<file path="config.mk">
export PLATFORM = sky130hd
export DESIGN_NAME = rational_fraction_alu
export DESIGN_NICKNAME = d
export VERILOG_FILES = /design/src/rtl/rfa_pkg.sv /design/src/rtl/rational_fraction_alu.sv /design/src/rtl/rfa_datapath.sv /design/src/rtl/rfa_ctrl.sv
export VERILOG_INCLUDE_DIRS = /design/src /design/src/rtl
export SDC_FILE = /design/constraint.sdc
export NUM_CORES = 2
export LEC_CHECK = 0
export BUFFER_PORTS_ARGS = -buffer_cell sky130_fd_sc_hd__clkbuf_2
export CAP_MARGIN = 0
export CORE_UTILIZATION = 65
export CTS_BUF_LIST = sky130_fd_sc_hd__clkbuf_16
export CTS_CLUSTER_SIZE = 10
export DETAILED_ROUTE_END_ITERATION = 10
export MAX_ROUTING_LAYER = met4
export PLACE_DENSITY = 0.83
export SYNTH_ARGS = -nofsm -noshare
export SYNTH_HDL_FRONTEND = slang
export SYNTH_SLANG_ARGS = --single-unit
</file>
<file path="constraint.sdc">
create_clock -name clk -period 22.9 [get_ports clk]
set_input_delay 1.145 -clock clk [delete_from_list [all_inputs] [get_ports clk]]
set_output_delay 1.145 -clock clk [all_outputs]
set_load 0.03 [all_outputs]
</file>
<file path="src/rtl/rational_fraction_alu_macros.svh">
// ----------------------------------------------------------------------------
// Rational fraction ALU assertion macros
// Shared concurrent assertion forms for the rational fraction ALU.
// ----------------------------------------------------------------------------
`ifndef RATIONAL_FRACTION_ALU_MACROS_SVH
`define RATIONAL_FRACTION_ALU_MACROS_SVH

// check a consequence in the same cycle
`define RFA_ASSERT_SAME(label, clk, rst_n, ante, cons, msg) \
	label: assert property (@(posedge clk) disable iff (!rst_n) (ante) |-> (cons)) \
		else $error(msg);

// check a consequence in the next cycle
`define RFA_ASSERT_NEXT(label, clk, rst_n, ante, cons, msg) \
	label: assert property (@(posedge clk) disable iff (!rst_n) (ante) |=> (cons)) \
		else $error(msg);

`endif

</file>
<file path="src/rtl/rfa_pkg.sv">
// ----------------------------------------------------------------------------
// Rational fraction ALU package
// Shared constants, operation codes and controller/datapath interface types.
// ----------------------------------------------------------------------------
package rfa_pkg;

	localparam int OPERAND_WIDTH_DEF = 16;
	localparam int ACTION_W          = 2;
	localparam int RES_NUM_W         = 33;
	localparam int RES_DEN_W         = 32;

	typedef enum logic [ACTION_W-1:0] {
		ACT_ADD = 2'd0,
		ACT_SUB = 2'd1,
		ACT_MUL = 2'd2,
		ACT_DIV = 2'd3
	} action_t;

	typedef enum logic [1:0] {
		MSEL_AN_BD = 2'd0,
		MSEL_AD_BN = 2'd1,
		MSEL_AD_BD = 2'd2,
		MSEL_AN_BN = 2'd3
	} msel_t;

	typedef enum logic [1:0] {
		DST_NONE = 2'd0,
		DST_T1   = 2'd1,
		DST_T2   = 2'd2,
		DST_DEN  = 2'd3
	} mdst_t;

	typedef struct packed {
		logic  capture;
		msel_t msel;
		mdst_t mdst;
		logic  sum;
		logic  gcd_step;
		logic  div_init;
		logic  div_step;
		logic  load_res;
		logic  load_err;
	} dp_cmd_t;

	typedef struct packed {
		action_t action;
		logic    err;
		logic    gcd_done;
	} dp_sts_t;

endpackage

</file>
<file path="src/rtl/rational_fraction_alu.sv">
// ----------------------------------------------------------------------------
// Rational fraction ALU
// Adds, subtracts, multiplies or divides two signed fractions and reduces the
// result by the GCD of its magnitudes; flags a zero result denominator.
//
//   Channel   Handshake              Payload
//   request   start / busy           action, a_num, a_den, b_num, b_den
//   result    done (one-cycle)       res_num, res_den, zero_denominator
//
// A request with a zero denominator, or a division by zero, returns its error
// result in the cycle after accept. Otherwise the block runs three multiply
// steps, a sum, the binary GCD loop (one step a cycle), a divider set-up and
// the bit-serial division; the GCD loop and the dividers dominate its time.
// busy stays high until the result cycle; a new request may start then.
// Reset clears the controller; the result registers are not reset.
// ----------------------------------------------------------------------------
module rational_fraction_alu #(
	parameter int OPERAND_WIDTH = rfa_pkg::OPERAND_WIDTH_DEF
) (
	input  logic                                 clk,
	input  logic                                 arst_n,
	input  logic                                 start,
	output logic                                 busy,
	input  logic [rfa_pkg::ACTION_W-1:0]         action,
	input  logic signed [OPERAND_WIDTH-1:0]      a_num,
	input  logic signed [OPERAND_WIDTH-1:0]      a_den,
	input  logic signed [OPERAND_WIDTH-1:0]      b_num,
	input  logic signed [OPERAND_WIDTH-1:0]      b_den,
	output logic                                 done,
	output logic signed [rfa_pkg::RES_NUM_W-1:0] res_num,
	output logic signed [rfa_pkg::RES_DEN_W-1:0] res_den,
	output logic                                 zero_denominator
);
	import rfa_pkg::*;

	dp_cmd_t cmd;
	dp_sts_t sts;

	rfa_ctrl #(
		.OPERAND_WIDTH(OPERAND_WIDTH)
	) u_ctrl (
		.clk   (clk),
		.arst_n(arst_n),
		.start (start),
		.busy  (busy),
		.done  (done),
		.sts   (sts),
		.cmd   (cmd)
	);

	rfa_datapath #(
		.OPERAND_WIDTH(OPERAND_WIDTH)
	) u_datapath (
		.clk             (clk),
		.cmd             (cmd),
		.sts             (sts),
		.action          (action),
		.a_num           (a_num),
		.a_den           (a_den),
		.b_num           (b_num),
		.b_den           (b_den),
		.res_num         (res_num),
		.res_den         (res_den),
		.zero_denominator(zero_denominator)
	);

endmodule

</file>
<file path="src/rtl/rfa_datapath.sv">
// ----------------------------------------------------------------------------
// Rational fraction ALU datapath
// Sign-magnitude operands, shared multiplier, binary GCD and two restoring
// dividers that reduce numerator and denominator in parallel.
// ----------------------------------------------------------------------------
module rfa_datapath #(
	parameter int OPERAND_WIDTH = rfa_pkg::OPERAND_WIDTH_DEF
) (
	input  logic                             clk,
	input  rfa_pkg::dp_cmd_t                 cmd,
	output rfa_pkg::dp_sts_t                 sts,
	input  logic [rfa_pkg::ACTION_W-1:0]     action,
	input  logic signed [OPERAND_WIDTH-1:0]  a_num,
	input  logic signed [OPERAND_WIDTH-1:0]  a_den,
	input  logic signed [OPERAND_WIDTH-1:0]  b_num,
	input  logic signed [OPERAND_WIDTH-1:0]  b_den,
	output logic signed [rfa_pkg::RES_NUM_W-1:0] res_num,
	output logic signed [rfa_pkg::RES_DEN_W-1:0] res_den,
	output logic                             zero_denominator
);
	import rfa_pkg::*;

	localparam int W  = OPERAND_WIDTH;
	localparam int PW = 2 * OPERAND_WIDTH;
	localparam int KW = $clog2(PW);
	localparam int XW = (PW > RES_NUM_W) ? PW : RES_NUM_W;

	action_t act_q;
	logic [W-1:0] an_mag_q, ad_mag_q, bn_mag_q, bd_mag_q;
	logic         an_neg_q, ad_neg_q, bn_neg_q, bd_neg_q;

	logic [PW-1:0] t1_mag_q, t2_mag_q, den_mag_q, num_mag_q;
	logic          t1_neg_q, t2_neg_q, den_neg_q, num_neg_q;

	logic [PW-1:0] x_q, y_q, g_q;
	logic [KW-1:0] k_q;
	logic [PW-1:0] rn_q, rd_q, qn_q, qd_q;

	logic [W-1:0]  mul_a, mul_b;
	logic          mul_sa, mul_sb;
	logic [PW-1:0] prod;
	logic          prod_neg;
	logic [PW-1:0] sum_mag;
	logic          sum_neg;
	logic [PW:0]   rn_sh, rd_sh;
	logic          rn_ge, rd_ge;
	logic [XW-1:0] num_ext, den_ext;

	assign sts.action   = act_q;
	assign sts.err      = (a_den == '0) || (b_den == '0) ||
	                      ((action_t'(action) == ACT_DIV) && (b_num == '0));
	assign sts.gcd_done = (x_q == '0) || (y_q == '0);

	always_comb begin
		mul_a  = an_mag_q;
		mul_b  = bd_mag_q;
		mul_sa = an_neg_q;
		mul_sb = bd_neg_q;
		case (cmd.msel)
			MSEL_AN_BD: begin
				mul_a  = an_mag_q;
				mul_b  = bd_mag_q;
				mul_sa = an_neg_q;
				mul_sb = bd_neg_q;
			end
			MSEL_AD_BN: begin
				mul_a  = ad_mag_q;
				mul_b  = bn_mag_q;
				mul_sa = ad_neg_q;
				mul_sb = bn_neg_q;
			end
			MSEL_AD_BD: begin
				mul_a  = ad_mag_q;
				mul_b  = bd_mag_q;
				mul_sa = ad_neg_q;
				mul_sb = bd_neg_q;
			end
			MSEL_AN_BN: begin
				mul_a  = an_mag_q;
				mul_b  = bn_mag_q;
				mul_sa = an_neg_q;
				mul_sb = bn_neg_q;
			end
			default: begin
				mul_a  = an_mag_q;
				mul_b  = bd_mag_q;
				mul_sa = an_neg_q;
				mul_sb = bd_neg_q;
			end
		endcase
	end

	assign prod     = PW'(mul_a) * PW'(mul_b);
	assign prod_neg = (mul_sa ^ mul_sb) && (prod != '0);

	always_comb begin
		if (t1_neg_q == t2_neg_q) begin
			sum_mag = t1_mag_q + t2_mag_q;
			sum_neg = t1_neg_q;
		end else if (t1_mag_q >= t2_mag_q) begin
			sum_mag = t1_mag_q - t2_mag_q;
			sum_neg = t1_neg_q;
		end else begin
			sum_mag = t2_mag_q - t1_mag_q;
			sum_neg = t2_neg_q;
		end
		if (sum_mag == '0) begin
			sum_neg = 1'b0;
		end
	end

	assign rn_sh = {rn_q, qn_q[PW-1]};
	assign rd_sh = {rd_q, qd_q[PW-1]};
	assign rn_ge = rn_sh >= {1'b0, g_q};
	assign rd_ge = rd_sh >= {1'b0, g_q};

	assign num_ext = XW'(qn_q);
	assign den_ext = XW'(qd_q);

	always_ff @(posedge clk) begin
		if (cmd.capture) begin
			act_q    <= action_t'(action);
			an_neg_q <= a_num[W-1];
			ad_neg_q <= a_den[W-1];
			bn_neg_q <= b_num[W-1] ^ (action_t'(action) == ACT_SUB);
			bd_neg_q <= b_den[W-1];
			an_mag_q <= a_num[W-1] ? W'(-a_num) : W'(a_num);
			ad_mag_q <= a_den[W-1] ? W'(-a_den) : W'(a_den);
			bn_mag_q <= b_num[W-1] ? W'(-b_num) : W'(b_num);
			bd_mag_q <= b_den[W-1] ? W'(-b_den) : W'(b_den);
			t2_mag_q <= '0;
			t2_neg_q <= 1'b0;
		end
		case (cmd.mdst)
			DST_T1: begin
				t1_mag_q <= prod;
				t1_neg_q <= prod_neg;
			end
			DST_T2: begin
				t2_mag_q <= prod;
				t2_neg_q <= prod_neg;
			end
			DST_DEN: begin
				den_mag_q <= prod;
				den_neg_q <= prod_neg;
			end
			default: ;
		endcase
		if (cmd.sum) begin
			num_mag_q <= sum_mag;
			num_neg_q <= sum_neg;
			x_q       <= sum_mag;
			y_q       <= den_mag_q;
			k_q       <= '0;
		end
		if (cmd.gcd_step) begin
			if (!x_q[0] && !y_q[0]) begin
				x_q <= x_q >> 1;
				y_q <= y_q >> 1;
				k_q <= k_q + KW'(1);
			end else if (!x_q[0]) begin
				x_q <= x_q >> 1;
			end else if (!y_q[0]) begin
				y_q <= y_q >> 1;
			end else if (x_q >= y_q) begin
				x_q <= x_q - y_q;
			end else begin
				y_q <= y_q - x_q;
			end
		end
		if (cmd.div_init) begin
			g_q  <= (x_q | y_q) << k_q;
			rn_q <= '0;
			rd_q <= '0;
			qn_q <= num_mag_q;
			qd_q <= den_mag_q;
		end
		if (cmd.div_step) begin
			rn_q <= rn_ge ? PW'(rn_sh - {1'b0, g_q}) : rn_sh[PW-1:0];
			rd_q <= rd_ge ? PW'(rd_sh - {1'b0, g_q}) : rd_sh[PW-1:0];
			qn_q <= {qn_q[PW-2:0], rn_ge};
			qd_q <= {qd_q[PW-2:0], rd_ge};
		end
		if (cmd.load_res) begin
			res_num          <= RES_NUM_W'(num_neg_q ? -num_ext : num_ext);
			res_den          <= RES_DEN_W'(den_neg_q ? -den_ext : den_ext);
			zero_denominator <= 1'b0;
		end else if (cmd.load_err) begin
			res_num          <= '0;
			res_den          <= '0;
			zero_denominator <= 1'b1;
		end
	end

endmodule

</file>
<file path="src/rtl/rfa_ctrl.sv">
// ----------------------------------------------------------------------------
// Rational fraction ALU controller
// Sequences multiply, sum, GCD and division steps and raises the done strobe.
// ----------------------------------------------------------------------------
`include "rational_fraction_alu_macros.svh"

module rfa_ctrl #(
	parameter int OPERAND_WIDTH = rfa_pkg::OPERAND_WIDTH_DEF
) (
	input  logic              clk,
	input  logic              arst_n,
	input  logic              start,
	output logic              busy,
	output logic              done,
	input  rfa_pkg::dp_sts_t  sts,
	output rfa_pkg::dp_cmd_t  cmd
);
	import rfa_pkg::*;

	localparam int STEPS = 2 * OPERAND_WIDTH;
	localparam int CW    = $clog2(STEPS);

	typedef enum logic [8:0] {
		S_IDLE  = 9'b000000001,
		S_MUL0  = 9'b000000010,
		S_MUL1  = 9'b000000100,
		S_MUL2  = 9'b000001000,
		S_SUM   = 9'b000010000,
		S_GCD   = 9'b000100000,
		S_DINIT = 9'b001000000,
		S_DIV   = 9'b010000000,
		S_FIN   = 9'b100000000
	} state_t;

	state_t        state_q, state_d;
	logic [CW-1:0] cnt_q;
	logic          done_q;

	assign busy = (state_q != S_IDLE);
	assign done = done_q;

	always_comb begin
		state_d      = state_q;
		cmd          = '0;
		cmd.msel     = MSEL_AN_BD;
		cmd.mdst     = DST_NONE;
		unique case (state_q)
			S_IDLE: begin
				if (start) begin
					if (sts.err) begin
						cmd.load_err = 1'b1;
					end else begin
						cmd.capture = 1'b1;
						state_d     = S_MUL0;
					end
				end
			end
			S_MUL0: begin
				cmd.msel = (sts.action == ACT_MUL) ? MSEL_AN_BN : MSEL_AN_BD;
				cmd.mdst = DST_T1;
				state_d  = S_MUL1;
			end
			S_MUL1: begin
				case (sts.action) inside
					ACT_ADD, ACT_SUB: begin
						cmd.msel = MSEL_AD_BN;
						cmd.mdst = DST_T2;
					end
					ACT_MUL: begin
						cmd.msel = MSEL_AD_BD;
						cmd.mdst = DST_DEN;
					end
					default: begin
						cmd.msel = MSEL_AD_BN;
						cmd.mdst = DST_DEN;
					end
				endcase
				state_d = S_MUL2;
			end
			S_MUL2: begin
				cmd.msel = MSEL_AD_BD;
				cmd.mdst = ((sts.action == ACT_ADD) || (sts.action == ACT_SUB)) ?
				           DST_DEN : DST_NONE;
				state_d  = S_SUM;
			end
			S_SUM: begin
				cmd.sum = 1'b1;
				state_d = S_GCD;
			end
			S_GCD: begin
				if (sts.gcd_done) begin
					state_d = S_DINIT;
				end else begin
					cmd.gcd_step = 1'b1;
				end
			end
			S_DINIT: begin
				cmd.div_init = 1'b1;
				state_d      = S_DIV;
			end
			S_DIV: begin
				cmd.div_step = 1'b1;
				if (cnt_q == CW'(STEPS - 1)) begin
					state_d = S_FIN;
				end
			end
			S_FIN: begin
				cmd.load_res = 1'b1;
				state_d      = S_IDLE;
			end
			default: begin
				state_d = S_IDLE;
			end
		endcase
	end

	always_ff @(posedge clk or negedge arst_n) begin
		if (!arst_n) begin
			state_q <= S_IDLE;
			cnt_q   <= '0;
			done_q  <= 1'b0;
		end else begin
			state_q <= state_d;
			done_q  <= cmd.load_res || cmd.load_err;
			if (state_q == S_DINIT) begin
				cnt_q <= '0;
			end else if (state_q == S_DIV) begin
				cnt_q <= cnt_q + CW'(1);
			end
		end
	end

	`RFA_ASSERT_SAME(a_done_not_busy, clk, arst_n, done, !busy, "done raised while busy")
	`RFA_ASSERT_NEXT(a_start_busy, clk, arst_n, start && !busy && !sts.err, busy,
		"valid request did not start work")
	`RFA_ASSERT_SAME(a_done_source, clk, arst_n, done,
		$past(state_q == S_FIN) || $past(start && !busy), "done without a source")

endmodule

</file>
==> results.toml <==
[outcome]
run_status = "finished, final reports clean"

[setup_path]
crit_fanout = 34
critical_path.max_stage_delay_ps = 1270
cp.required_ps = 23250
path_class = "reg -> reg"
cp-end-kind = "register"
path_buf_inv = 4
crit_family = "simple AND/OR/NAND/NOR gates"
cp_slowest_cell = "mux2i_1"
startpoint_type = "register"
arrival_ps = 10760
crit_top_cell = "fa_1"

[yosys]
synth_area_mm2 = 0.0446
synth-edff-count = 427
syn_nets = 5510
ys_types = 97
async_reset_ff_share_pct = 2.93
ys_seq_area_share_pct = 32.7
synth_top_cell_by_area = "edfxtp_1"
ys_ff_latch = 512
syn_avg_cell_area_um2 = 9.16
synth_warnings = 0
netlist_instances = 4874
yosys.area.top_type_share_pct = 28.7
ys.flop_type = "edfxtp_1"
ys_top_cells_by_area = "edfxtp_1 (29%), ha_1 (10%), fa_1 (9.0%)"

[cells_and_area]
drive_above_1_share_pct = 7.73
syn_to_final_growth_pct = 7.33
stdcell_count = 5845
multiInputGateArea_mm2 = 0.0274
ff_latch_area_mm2 = 0.0146
final_cell_mix = "inv_1 (568), nand2_1 (557), nor2_1 (541)"
final_common_cell = "inv_1"
fill_cells = 5263
layout.nets = 5552

[sta]
worst_slew_margin_rel_pct = 16.4
drv_slew = 0
grt_setup_unrepaired = "false"
hold_viol_final = 0
fin_setup_tns_ps = 0
worst_slew_pin_slew_ps = 1220
skew_ps = 66.5
finalCriticalPeriod_ps = 10410
max_freq_mhz = 96.1
finalSetupViolations = 0
timing.final.crit_share_pct = 45.5

[grt]
grt_pass1_vias = 35800
grt_antenna_before_repair = 2
grt_pass1_wl_um = 204000
grt_remaining_overflow = 0
grtUsageTotal_pct = 39.1
grt_start_max_net_pins = 70

[place]
place.gp.congestion = 1.06
port_buffers = 136
placedCellCount = 5726
dp_hpwl_um = 104000

[clock_tree]
clock_latency_ps = 690
clock-sinks = 512
clockRootBuffer = "clkbuf_16"
cts-resized-gates = 0
cts_made_buffers = 61
holdBufCountCts = 0
cts_tree = "built"
post_cts_buffers = 0
clkTransAtPathRegs_ps = 60
clock_path_buffers = 3
htreeDepth = 2

[routing]
via_per_inst = 6.39
routed_wl_um = 133000
drt_iter0_markers = 4334
vias = 37300
drcViolationCount = 0
ant_nets = 0
first_pass_iters = 6
wl_per_cell_um = 22.8

[die]
row_count = 95
dieArea_mm2 = 0.0697
io-pin-count = 137
die_height_um = 264
die_w_um = 264
initial_core_util_pct = 66.1
coreArea_mm2 = 0.0675

[flow_run]
maxCapViolCount = 0

[worst_hold_path]
hold_path_class = "in -> async"
synthesized netlist by cell type, types with 32 or more instances:
cell      count
nor2b_1      42
clkbuf_1    158
nor4_1       46
o21ai_0     192
mux4_2       32
a31oi_1      35
nand2b_1     35
xor2_1       96
and3_1       32
nand2_1     557
fa_1        201
nor2_1      546
inv_1       531
a21o_1       76
or3_1        34
edfxtp_1    427
ha_1        366
mux2_2       40
mux2i_1     126
o21bai_1     53
dfxtp_1      70
nand3_1      45
a211oi_1     50
xnor2_1     186
a21oi_1     286
nor3_1       72
o31ai_1      50
layer usage:
metal	wire (µm)	vias up	global-route usage, %
li1	-	17100	-
met1	52700	17800	50.4
met2	60800	1948	60.9
met3	12800	410	6.04
met4	6950	0	17.9
met5	0	-	-
layout make-up:
type | count | share of cell area [%]
clock buffers | 63 | 3.29
multi-input cells | 3633 | 57.1
well taps | 873 | 2.28
inverters | 535 | 4.20
clock inverters | 51 | 0.593
repair buffers | 173 | 2.00
flip-flops and latches | 512 | 30.5
diodes | 5 | 0.0261
state kept, by name (all words and copies together) (netlist names), 2 cells and up:
register	count
u_ctrl.cnt_q	5
u_datapath.rn_q	32
u_datapath.res_num	33
u_datapath.an_mag_q	16
u_ctrl.state_q	9
u_datapath.bn_mag_q	16
u_datapath.res_den	32
u_datapath.x_q	32
u_datapath.qn_q	32
u_datapath.t2_mag_q	32
u_datapath.den_mag_q	32
u_datapath.k_q	5
u_datapath.bd_mag_q	16
u_datapath.g_q	32
u_datapath.y_q	32
u_datapath.rd_q	32
u_datapath.act_q	2
u_datapath.ad_mag_q	16
u_datapath.t1_mag_q	32
u_datapath.num_mag_q	32
u_datapath.qd_q	32
cell families (layout without fill, tap and decap cells):
group | count (synthesis) | in the layout | share of synthesized area (%)
xor+xnor | 282 | 282 | 5.53
fa+ha+maj | 567 | 567 | 19.3
compound gates | 1021 | 1021 | 14.9
mux | 199 | 199 | 5.48
buf+inv | 729 | 822 | 6.24
flops | 512 | 512 | 32.7
simple gates | 1564 | 1564 | 15.8
other cells | 0 | 5 | 0
path summary, 6_finish.rpt:
kind,from,to,slack (ps),cells after the start
max,u_ctrl.state_q[7]$_DFFE_PN0P_,u_datapath.t2_neg_q$_SDFFCE_PN0P_,12490,27
min,arst_n,u_ctrl.done$_DFF_PN0_,430,1
max reg2reg,u_ctrl.state_q[7]$_DFFE_PN0P_,u_datapath.t2_neg_q$_SDFFCE_PN0P_,12490,27
min reg2reg,u_datapath.zero_denominator$_SDFFE_PN0P_,u_datapath.zero_denominator$_SDFFE_PN0P_,500,1
max in group asynchronous,arst_n,u_ctrl.state_q[0]$_DFFE_PN1P_,22040,1
min in group clk,u_datapath.zero_denominator$_SDFFE_PN0P_,u_datapath.zero_denominator$_SDFFE_PN0P_,500,1
through the flow:
step           instance area (µm²)  util, %  hold WS (ps)  setup slack [ps]
3_5_place_dp                 46000     68.2           479             12700
2_1_floorplan                44600        -           491             13640
3_3_place_gp                 46000     68.2           458             13000
4_1_cts                      47900     70.9           416             12610
6_report                     47900     70.9           429             12490
5_1_grt                      47900     70.9           443             11820
Power is not shown: default switching activity piles up to over one toggle a cycle in this logic, so the estimate is an artifact.
